File: src/sv/wvn_pkg.sv
// ---------------------------------------------------------------------------
// wvn_pkg: shared constants for the weighted vertex normalizer
// Widths of the normalized magnitudes, the square-root datapath and the
// item queue, plus default parameter values.
// ---------------------------------------------------------------------------
package wvn_pkg;

   localparam int DEF_WEIGHT_BITS = 8;
   localparam int DEF_FRAC_BITS   = 14;

   // the largest normalized magnitude sits in [2^23, 2^24)
   localparam int NORM_BITS = 24;
   localparam int NORM_TOP  = 23;

   // sum of three squares of normalized magnitudes, and the sqrt radicand
   localparam int SQ_BITS   = 2 * NORM_BITS + 2;
   localparam int RAD_SHIFT = 12;
   localparam int RAD_BITS  = SQ_BITS + RAD_SHIFT;
   localparam int ROOT_BITS = RAD_BITS / 2;
   localparam int REM_BITS  = ROOT_BITS + 3;

   // queue between front and back
   localparam int FIFO_DEPTH = 4;

   // hemisphere side register codes
   localparam logic [1:0] SIDE_POS = 2'b01;

endpackage

File: src/sv/wvn_fifo.sv
// ---------------------------------------------------------------------------
// wvn_fifo: small item queue between front and back
// Register-based, one write and one read per cycle.
// ---------------------------------------------------------------------------
module wvn_fifo #(
   parameter int WIDTH = 8,
   parameter int DEPTH = wvn_pkg::FIFO_DEPTH
) (
   input  logic                       clock,
   input  logic                       reset,
   input  logic                       wr_en,
   input  logic [WIDTH-1:0]           wr_data,
   input  logic                       rd_en,
   output logic [WIDTH-1:0]           rd_data,
   output logic                       empty,
   output logic [$clog2(DEPTH+1)-1:0] count
);
   import wvn_pkg::*;

   localparam int PB = $clog2(DEPTH);
   localparam int CB = $clog2(DEPTH + 1);

   logic [WIDTH-1:0] mem_ff [DEPTH];
   logic [PB-1:0]    wr_ptr_ff, rd_ptr_ff;
   logic [CB-1:0]    count_ff;

   always_ff @(posedge clock) begin
      if (wr_en) mem_ff[wr_ptr_ff] <= wr_data;
   end

   // pointers and fill level
   always_ff @(posedge clock) begin
      if (reset) begin
         wr_ptr_ff <= '0;
         rd_ptr_ff <= '0;
         count_ff  <= '0;
      end else begin
         if (wr_en) wr_ptr_ff <= (wr_ptr_ff == PB'(DEPTH - 1)) ? '0 : wr_ptr_ff + 1'b1;
         if (rd_en) rd_ptr_ff <= (rd_ptr_ff == PB'(DEPTH - 1)) ? '0 : rd_ptr_ff + 1'b1;
         count_ff <= count_ff + CB'(wr_en) - CB'(rd_en);
      end
   end

   assign rd_data = mem_ff[rd_ptr_ff];
   assign empty   = (count_ff == '0);
   assign count   = count_ff;

endmodule

File: config.mk
export PLATFORM = sky130hd
export DESIGN_NAME = wvn_fifo
export DESIGN_NICKNAME = d
export VERILOG_FILES = /design/src/sv/wvn_pkg.sv /design/src/sv/wvn_fifo.sv
export SDC_FILE = /design/constraint.sdc
export NUM_CORES = 1
export LEC_CHECK = 0
export BUFFER_PORTS_ARGS = -buffer_cell sky130_fd_sc_hd__buf_2
export CAP_MARGIN = 20
export CORE_AREA = 2 2 57 59
export DETAILED_ROUTE_END_ITERATION = 6
export DIE_AREA = 0 0 59 61
export PLACE_DENSITY_LB_ADDON = 0.08
export SLEW_MARGIN = 20
export SYNTH_ARGS = -nofsm -noshare
export SYNTH_HDL_FRONTEND = slang
export SYNTH_SLANG_ARGS = --single-unit
File: constraint.sdc
create_clock -name clock -period 1.9 [get_ports clock]
set_input_delay 0 -clock clock [delete_from_list [all_inputs] [get_ports clock]]
set_output_delay 0 -clock clock [all_outputs]
set_load 0.05 [all_outputs]
==> After elaboration in Yosys (flattened, before gate mapping) <==
Memories as Yosys holds them, arrays and structs flattened. A register that Yosys moved wholly into a read port is not among the register bits.
Index checks and enable logic that the tools add are counted.
{ "classes": {"addsub": 4, "n_eq_ne": 2, "n_mux": 6, "reduce_logical": 1} }
{ "op_table": {"columns": ["operator", "n"], "rows": [
  ["two-way mux 2 bit", 4],
  ["adder 2 x 1 -> 2 bit, second input constant", 2],
  ["equality test 2 bit, second input constant", 2],
  ["adder 3 x 1 -> 3 bit", 1],
  ["zero test 3 bit", 1],
  ["subtractor 3 x 1 -> 3 bit", 1],
  ["two-way mux 1 bit", 2]
]} }
{ "word_totals": {"ff_bits": 7, "mem_bits_rw": 32, "output_inout_bits": 12, "elab_cells": 17, "memories": 1} }
{ "mem_list": {"columns": ["memory", "depth", "width", "read_ports", "rd_ports_with_merged_regs", "write_ports", "line_no", "rtl"], "rows": [
  ["mem_ff", 4, 8, 1, 1, 1, "wvn_fifo.sv:23", "logic [WIDTH-1:0] mem_ff [DEPTH];"]
]} }

==> Depth between registers and ports, before layout <==
{ "logic_depth": {"depth_word": 4, "depth_mapped": 8} }

==> Worst setup path before layout <==
OpenSTA, ideal clock, no wires.
{ "synth_timing": {"path_kind": "register to register", "start": "reg count_ff[0] (netlist: count[0])", "end": "reg count_ff[2] (netlist: count[2])", "arrival_ns": 1.779, "required_ns": 1.790, "setup_slack_ns": 0.011, "path_stages_with_launch": 9, "cell_sequence": "dfxtp_1 inv_1 ha_1 inv_1 ha_1 inv_1 fa_1 xnor3_1 nor2_1"} }
{ "synth_between": {"elab_chain_len": 2} }
{ "synth_rtl": {"columns": ["element", "line_no", "rtl"], "rows": [
  ["start: declaration", "wvn_fifo.sv:25", "logic [CB-1:0] count_ff;"],
  ["start signal: assignment", "wvn_fifo.sv:40", "count_ff <= count_ff + CB'(wr_en) - CB'(rd_en);"],
  ["adder 3 x 1 -> 3 bit", "wvn_fifo.sv:40", null],
  ["subtractor 3 x 1 -> 3 bit", "wvn_fifo.sv:40", null]
]} }
Every way passes these cells.
A chain may end at the register's enable or synchronous reset.

==> Worst setup path after layout <==
Same ends and word-level chain as after synthesis.

==> flow_metrics.tcl <==
set metrics [dict create \
    fin_skew_ns 0.00409 \
    max_cap_viol_count 0 \
    fin_area_um2 1900 \
    rows 20 \
    synth_top_area_cell "edfxtp_1" \
    grt_max_degree 13 \
    finalSetupTns_ns 0 \
    layout_min_cycle_time_ns 1.64 \
    layout-drive-gt1-share_pct 31.7 \
    avgSynthCellArea_um2 19.3 \
    vias 828 \
    layout_common_cells "edfxtp_1 (32), buf_2 (23), dlygate4sd3_1 (10)" \
    relSlewSlack_pct 70.8 \
    area_delta_synth_final_pct 18.7 \
    ant_nets 0 \
    synth_top_area_share_pct 60.1 \
    clk_pin_slew_worst_paths_ns 0.11 \
    cts_max_path_buffers 2 \
    finalSetupViolCount 0 \
    worstHoldPathCells 3 \
    worst_pin_slew_ns 0.438 \
    core_area_um2 2950 \
    clk-insertion-delay-late_ns 0.33 \
    r2r_start "count[0]" \
    yosys-top-cells-area "edfxtp_1 (60%), dfxtp_1 (11%), mux4_2 (11%)" \
    cts_resized 0 \
    clkSinkCount 41 \
    cts_tree "done" \
    cts_root_buf "clkbuf_4" \
    antenna_found_initial 0 \
    cts_setup_buffers 0 \
    status "finished, final reports clean" \
    post_dp_cell_area_um2 1750 \
    wl_per_cell_um 15.4 \
    synth_warnings 0 \
    startpoint_type "flop" \
    overflow 0 \
    synth-seq-cells 41 \
    utilization_pct 64.2 \
    layoutNonFillerInstCount 156 \
    synth_area_um2 1600 \
    synthCells 83 \
    crit_path_end "count[2]" \
    maxSlewViolCount 0 \
    drt_iter0_markers 10 \
    worstPathRequired_ns 2.14 \
    drc 0 \
    yosys.cell_types.count 17 \
    power.leakage_uw 0.000724 \
    n_antenna_cell 0 \
    layout_worst_path_cycle_share_pct 86.1 \
    fmax_ghz 0.611 \
    grt_pass1_vias 884 \
    powerDensity_nw_per_um2 1010 \
    hold_viol 0 \
    cts_hold_buffers 10 \
    die_y_um 61 \
    num-nets-final 142 \
    startpoint "count[0]" \
    dpl.hpwl_mm 1.63 \
    hold_ws_ns 0.00427 \
    grt_util_all_layers_pct 16.2 \
    globalplace.congestion 0.619 \
    crit_arrival_ns 1.88 \
    reg2reg_to "count[2]" \
    final_common_cell "edfxtp_1" \
    dieWidth_um 59 \
    grt_pass1_wl_mm 3.93 \
    dpl.cell_count 138 \
    crit_path_max_fanout 3 \
    dieArea_um2 3600 \
    routed_wirelength_mm 2.40 \
    rsz0062_at_grt "no" \
    start_util_pct 54.1 \
    peakVddDrop_uv 703 \
    worstHoldPathType "input port to flop" \
    port-buffer-count 23 \
    drtPass1Iterations 3 \
    vias_per_cell 5.31 \
    htree_levels 2 \
    io_pins 24 \
    rrSetupSlack_ns 0.26 \
    fillers 220 \
    reg2reg_depth 8 \
    criticalPathCategory "flop to flop" \
    yosysSeqAreaShare_pct 71.4 \
    cts_buffers 5 \
    synthesis.nets 103 \
    worst_setup_path_end_kind "flop" \
]
cell usage after synthesis:
library cell and instances:
nor3_1 1, edfxtp_1 32, or3b_1 2, mux4_2 8, buf_6 1, mux2i_1 2
nor2_1 4, ha_1 7, xnor3_1 1, a21oi_1 2, and2_1 4, clkbuf_2 1
nand2b_1 2, inv_1 5, fa_1 1, dfxtp_1 9, nor2b_1 1
registers in the layout, indices dropped and copies added (netlist names), named ones only:
register and count:
wr_ptr_ff 2, mem_ff 32, rd_ptr_ff 2, count 3
final cells by class:
type / instances / area (µm²) / share of cell area (%)
Inverter: 5 / 18.8 / 0.989
Multi-Input combinational cell: 35 / 422 / 22.2
Timing Repair Buffer: 34 / 223 / 11.7
Clock inverter: 2 / 10.0 / 0.528
Clock buffer: 6 / 41.3 / 2.18
Sequential cell: 41 / 1140 / 60.2
Tap cell: 33 / 41.3 / 2.18
logic make-up (layout without fill, tap and decap cells):
group | Yosys count | count (layout) | share of synthesized area (%)
AO/OA/AOI/OAI | 2 | 2 | 0.626
XOR/XNOR | 1 | 1 | 1.41
adder cells (fa/ha/maj) | 8 | 8 | 6.73
buffers and inverters | 7 | 47 | 2.19
flip-flops | 41 | 41 | 71.4
multiplexers | 10 | 10 | 12.5
AND/OR/NAND/NOR | 14 | 14 | 5.09
worst min path at each step:
stage                          start      endpoint  slack, ns
after floorplan                reset      count[1]       0.07
after global placement    wr_data[2]  mem_ff[3][2]       0.21
after detailed placement  wr_data[2]  mem_ff[2][2]       0.22
after global routing           wr_en  wr_ptr_ff[1]       0.01
after CTS                      wr_en  wr_ptr_ff[1]       0.01
final                          wr_en  wr_ptr_ff[1]      0.004
layer usage:
metal	up-vias	wire length (µm)	share of wire [%]	track usage, %
met5	-	0	0	0
li1	394	-	-	-
met4	0	61	2.5	7.79
met3	9	133	5.5	7.25
met2	24	1200	50	27.6
met1	401	1010	42	17.3
stage by stage:
step                total power, µW  worst slack [ns]
finish                         1910             0.264
global route                   2020             0.155
CTS                            1930             0.255
detailed placement             1520             0.277
global placement               1500             0.358
floorplan                      1420            0.0105
critical path: stages (launching register included):
cell     delay, ns
dfxtp_1       0.38
inv_1         0.06
ha_1          0.27
inv_1         0.07
ha_1          0.13
inv_1         0.05
fa_1          0.36
xnor3_1       0.20
nor2_1        0.04
power breakdown:
group | total [µW] | leakage (µW) | internal (µW) | switching, µW
clock network | 400 | 0.0000320 | 141 | 259
registers | 1060 | 0.000368 | 1020 | 40.2
logic | 446 | 0.000324 | 159 | 288
total | 1910 | 0.000724 | 1320 | 587
(Power assumes the default switching activity.)
