**config.mk**
```make
export PLATFORM = sky130hd
export DESIGN_NAME = wvn_front
export DESIGN_NICKNAME = d
export VERILOG_FILES = /design/src/sv/wvn_pkg.sv /design/src/sv/wvn_front.sv
export SDC_FILE = /design/constraint.sdc
export NUM_CORES = 2
export LEC_CHECK = 0
export BUFFER_PORTS_ARGS = -buffer_cell sky130_fd_sc_hd__buf_4
export CORE_ASPECT_RATIO = 0.7
export CORE_MARGIN = 2
export CORE_UTILIZATION = 35
export CTS_CLUSTER_SIZE = 12
export DETAILED_ROUTE_END_ITERATION = 10
export PLACE_DENSITY = 0.61
export SLEW_MARGIN = 20
export SYNTH_ARGS = -nofsm -noshare
export SYNTH_HDL_FRONTEND = slang
export SYNTH_SLANG_ARGS = --single-unit
```
**constraint.sdc**
```tcl
create_clock -name clock -period 7.8 [get_ports clock]
set_input_delay 0.78 -clock clock [delete_from_list [all_inputs] [get_ports clock]]
set_output_delay 0.78 -clock clock [all_outputs]
set_load 0.02 [all_outputs]
```
**src/sv/wvn_pkg.sv**
```systemverilog
// ---------------------------------------------------------------------------
// wvn_pkg: shared constants for the weighted vertex normalizer
// Widths of the normalized magnitudes, the square-root datapath and the
// item queue, plus default parameter values.
// ---------------------------------------------------------------------------
package wvn_pkg;

   localparam int DEF_WEIGHT_BITS = 8;
   localparam int DEF_FRAC_BITS   = 14;

   // the largest normalized magnitude sits in [2^23, 2^24)
   localparam int NORM_BITS = 24;
   localparam int NORM_TOP  = 23;

   // sum of three squares of normalized magnitudes, and the sqrt radicand
   localparam int SQ_BITS   = 2 * NORM_BITS + 2;
   localparam int RAD_SHIFT = 12;
   localparam int RAD_BITS  = SQ_BITS + RAD_SHIFT;
   localparam int ROOT_BITS = RAD_BITS / 2;
   localparam int REM_BITS  = ROOT_BITS + 3;

   // queue between front and back
   localparam int FIFO_DEPTH = 4;

   // hemisphere side register codes
   localparam logic [1:0] SIDE_POS = 2'b01;

endpackage

```
**src/sv/wvn_front.sv**
```systemverilog
// ---------------------------------------------------------------------------
// wvn_front: weighted corner sum and classification
// Forms the three weighted sums, applies the hemisphere rule and flags a
// zero vector. Two register stages, never stalls.
// ---------------------------------------------------------------------------
module wvn_front #(
   parameter int WEIGHT_BITS = wvn_pkg::DEF_WEIGHT_BITS,
   parameter int COORD_BITS  = wvn_pkg::DEF_FRAC_BITS + 2,
   parameter int SUM_BITS    = WEIGHT_BITS + COORD_BITS + 2
) (
   input  logic                         clock,
   input  logic                         reset,
   input  logic                         accept,
   input  logic [WEIGHT_BITS-1:0]       weight [3],
   input  logic signed [COORD_BITS-1:0] coord [9],
   input  logic [1:0]                   side,
   output logic [1:0]                   inflight,
   output logic                         push,
   output logic signed [SUM_BITS-1:0]   sum_out [3],
   output logic                         zero_out
);
   import wvn_pkg::*;

   localparam int PROD_BITS = WEIGHT_BITS + COORD_BITS + 1;

   logic                        prod_vld_ff;
   logic signed [PROD_BITS-1:0] prod_ff [9];
   logic signed [SUM_BITS-1:0]  sum_in [3];
   logic                        zero_in;
   logic                        push_ff;
   logic signed [SUM_BITS-1:0]  sum_ff [3];
   logic                        zero_ff;

   // stage 1: nine products
   always_ff @(posedge clock) begin
      for (int k = 0; k < 3; k++) begin
         for (int i = 0; i < 3; i++) begin
            prod_ff[3*k+i] <= $signed({1'b0, weight[k]}) * coord[3*k+i];
         end
      end
      if (reset) prod_vld_ff <= 1'b0;
      else       prod_vld_ff <= accept;
   end

   // stage 2: sums, hemisphere rule, zero check
   always_comb begin
      for (int i = 0; i < 3; i++) begin
         sum_in[i] = SUM_BITS'(prod_ff[i]) + SUM_BITS'(prod_ff[3+i]) + SUM_BITS'(prod_ff[6+i]);
      end
      if ((side == SIDE_POS && sum_in[2] > 0) || (side[1] && sum_in[2] < 0)) begin
         sum_in[2] = '0;
      end
      zero_in = (sum_in[0] == 0) && (sum_in[1] == 0) && (sum_in[2] == 0);
   end

   always_ff @(posedge clock) begin
      sum_ff  <= sum_in;
      zero_ff <= zero_in;
      if (reset) push_ff <= 1'b0;
      else       push_ff <= prod_vld_ff;
   end

   assign inflight = {1'b0, prod_vld_ff} + {1'b0, push_ff};
   assign push     = push_ff;
   assign sum_out  = sum_ff;
   assign zero_out = zero_ff;

endmodule

```
==> Word-level counts from Yosys, hierarchy flattened <==
Memory sizes are Yosys's and may differ from the RTL's.
Cells that the tools add are included.
{ "classes": {"n_eq_ne": 1, "mul": 9, "addsub": 7, "muxes": 1, "reduce_logical": 8, "magnitude_cmp": 2} }
{ "op_table": {"columns": ["operator", "n"], "rows": [
  ["9-bit by 16-bit multiplier with 25-bit output", 9],
  ["32-bit logical NOT", 3],
  ["25-bit by 25-bit adder with 26-bit output", 3],
  ["26-bit by 25-bit adder with 26-bit output", 3],
  ["26-bit by 1-bit > comparator with 1-bit output (second input constant)", 1],
  ["26-bit by 1-bit less-than comparator with 1-bit output (second input constant)", 1],
  ["26-bit two-way mux", 1],
  ["1-bit logical AND", 4],
  ["1-bit by 1-bit adder with 2-bit output", 1],
  ["2-bit by 1-bit equality test with 1-bit output (second input constant)", 1],
  ["1-bit logical OR", 1]
]} }
{ "word_totals": {"ff_bits": 81, "output_inout_bits": 82, "ramBits": 225, "inputBits": 173, "n_memories": 1, "wordCells": 35} }
{ "mem_list": {"columns": ["name", "words", "word_bits", "rd", "rd_clocked_by_memory_dff", "write_ports", "line", "rtl"], "rows": [
  ["prod_ff", 9, 25, 9, 0, 9, "wvn_front.sv:27", "logic signed [PROD_BITS-1:0] prod_ff [9];"]
]} }

==> Logic depth before layout (Yosys ltp) <==
{ "depth": {"ltp_word": 8, "ltp_mapped": 25, "mapped_depth_nobuf": 23} }

==> Least setup slack after synthesis <==
OpenSTA, ideal clock, no wires.
{ "synth_path": {"path_kind": "in2reg", "startpoint": "input weight[8] (netlist bit)", "endpoint": "memory prod_ff[0][148] (netlist bit)", "setup_slack_ps": 1837, "path_buffers": 2, "arrival_ps": 5890, "required_ps": 7728, "path_stages": 23, "setup_ps": 72, "cell_sequence": "clkbuf_1 -> clkbuf_1 -> nand2_1 -> fa_1 -> fa_1 -> inv_1 -> ha_1 -> inv_1 -> fa_1 -> inv_1 -> ha_1 -> a21o_1 -> a21oi_1 -> o21ai_0 -> a2111o_1 -> a31oi_1 -> a21oi_1 -> a21oi_1 -> o21bai_1 -> a2111o_1 -> a31o_2 -> a21oi_1 -> xnor2_1"} }
{ "synth_lines": {"columns": ["element", "line", "rtl"], "rows": [
  ["start: declaration", "wvn_front.sv:14", "input logic [WEIGHT_BITS-1:0] weight [3],"],
  ["end: declaration", "wvn_front.sv:27", null]
]} }

==> impl_metrics.tcl <==
set metrics [dict create \
    finalSetupViolations 0 \
    fill_cells 14900 \
    crit_start "prod_ff[0][175]" \
    cts_hold_buf 0 \
    syn_inst 5689 \
    grtUsageMet2 0.285 \
    crit_buf_inv 3 \
    relSlewSlack 0.216 \
    synth_compound_area_frac 0.0617 \
    yosysUniqueCellTypes 78 \
    path_max_fanout 4 \
    synth_most_common_cell "inv_1" \
    utilization 0.388 \
    setup_tns_ps 0 \
    cts-root-buf "clkbuf_16" \
    io_buffers 254 \
    synth_top_family_by_area "adder cells" \
    reg2reg_from "prod_ff[0][175]" \
    required_ps 8230 \
    synth_largest_area_cell "fa_1" \
    synth_fp_nets 7381 \
    cts_buffers 38 \
    worstPathArrival_ps 6630 \
    hold_slack_ps 371 \
    synth_top_flop_cell "dfxtp_1" \
    fin_nets 7551 \
    io_pins 255 \
    cp-start-kind "register" \
    outcome "complete, but fails checks" \
    htreeDepth 2 \
    drc 2 \
    grt_use_met3 0.0323 \
    timing.critical_path.mode_cell "inv_1" \
    initialDrtViolationCount 2019 \
    ys_seq_area_frac 0.117 \
    crit_path_end_kind "register" \
    postCtsSetupBuffers 0 \
    synthMuxAreaShare 0.000191 \
    grt_overflow 0 \
    cts.sinks 306 \
    fmax_mhz 161 \
    rsz0062_at_grt "false" \
    drtPass1Iterations 9 \
    critPathKind "register to register" \
    finClkSkew_ps 33.6 \
    die_x_um 466 \
    hold_viol_final 0 \
    die-height_um 328 \
    ys_ff_latch 306 \
    path_clk_slew_ps 60 \
    slowest_delay_ps 960 \
    drive_above_1_share 0.0601 \
    core_area_um2 148000 \
    slew_violations 0 \
    hpwl_um 113000 \
    syn_area_per_cell_um2 9.21 \
    cp_slowest_cell "nor4_1" \
    drt_wl_total_um 136000 \
    synth_top_area_share 0.381 \
    grt_pass1_vias 38900 \
    initial_core_util 0.353 \
    synth_edf_count 0 \
    detail-route-antenna-nets 0 \
    synth-simple-area-share 0.171 \
    synth_adder_area_share 0.505 \
    syn_area_um2 52400 \
    ys_top_cells_by_count "1283 x inv_1, 996 x fa_1, 745 x and2_1" \
    rows 118 \
    tritoncts "done" \
    tightestPinTransition_ps 1170 \
    synthTopCellsByArea "fa_1 38%, ha_1 12%, dfxtp_1 12%" \
    die_area_um2 153000 \
    hp-class "primary input to register" \
    grt_max_degree 49 \
    top_usage_layer "met2" \
    worstPathCellList "inv_1, fa_1, inv_1, ha_1, inv_1, fa_1, nand2b_1, a21oi_1, o21ai_1, and2_2, xnor2_1, or4_1, nor4b_1, nand4b_1, nor4_1, nand4b_1, or4_1, nor4_2" \
    track_usage 0.183 \
    async_reset_ff_frac 0 \
    routedWlPerCell_um 17.2 \
    grtUsageMet1 0.258 \
    cts_resized 0 \
    vias 37000 \
    crit_family "simple AND/OR/NAND/NOR gates" \
    synth_warnings 0 \
    period_minus_slack_ps 6200 \
    violations "design-rule violations" \
    via_per_inst 4.69 \
    timing.final.crit_share 0.795 \
    syn2layout_area_growth_pct 9.79 \
    maxCapViolations 0 \
    max-clock-path-buffers 3 \
    grt_pass1_wl_um 219000 \
    clock_latency_ps 590 \
    synth_xor_area_frac 0.0430 \
    worstHoldStart "reset" \
    antenna_found_initial 29 \
    place_congestion 0.876 \
]
[state kept, by name, indices dropped and copies added (netlist names)]
| register | cells |
|---|---|
| push | 1 |
| prod_ff | 225 |
| zero_out | 1 |
| prod_vld_ff | 1 |
| sum_out | 78 |
[stage by stage]
stage	cell area [um^2]	worst slack (ps)	instances
after detailed placement	56300	1220	7799
after CTS	57500	1720	7858
after floorplan	52400	1840	5689
after global routing	57500	1310	7875
final	57500	1600	7881
after global placement	56300	1190	7799
[metal layers]
layer	routed length, um	share of wire
met4	3210	0.024
met2	61400	0.45
met5	78	0.00057
met1	63500	0.47
met3	7670	0.056
[cell usage in the layout (no fill, tap or decap), drive strengths merged, types with 41 or more instances in the layout]
| master | count |
|---|---|
| fa | 996 |
| nor2b | 41 |
| xor2 | 61 |
| a21oi | 163 |
| clkbuf | 46 |
| o21ai | 91 |
| a21o | 56 |
| nand2 | 490 |
| xnor2 | 196 |
| nor3 | 80 |
| nor2 | 141 |
| and2 | 746 |
| inv | 1288 |
| ha | 523 |
| dfxtp | 306 |
| buf | 260 |
| nand3 | 44 |
[final timing paths]
| kind | cells after the start | to | slack, ps |
|---|---|---|---|
| worst max-delay path | 18 | zero_out | 1600 |
| worst max register to register | 18 | zero_out | 1600 |
| worst min register to register | 1 | push | 470 |
| worst min-delay path | 2 | prod_vld_ff | 370 |
[cells by family after synthesis]
logic type | Yosys count
xor gates and xnor gates | 257
muxes | 1
adders and majority gates | 1519
DFF | 306
AOI/OAI and AO/OA | 494
and+or+nand+nor | 1699
buffers and inverters | 1413
[layout make-up]
cell class,count,area (um^2),share of cell area
diodes,23,57.6,0.00100
clock buffers,46,1010,0.0176
clock inverters,13,128,0.00222
inverters,1283,4820,0.0837
multi-input cells,3970,41000,0.712
flip-flops and latches,306,6130,0.106
well taps,1980,2480,0.0431
repair buffers,260,1950,0.0339
Power is not shown: default switching activity piles up to over one toggle a cycle in this logic, so the estimate is an artifact.
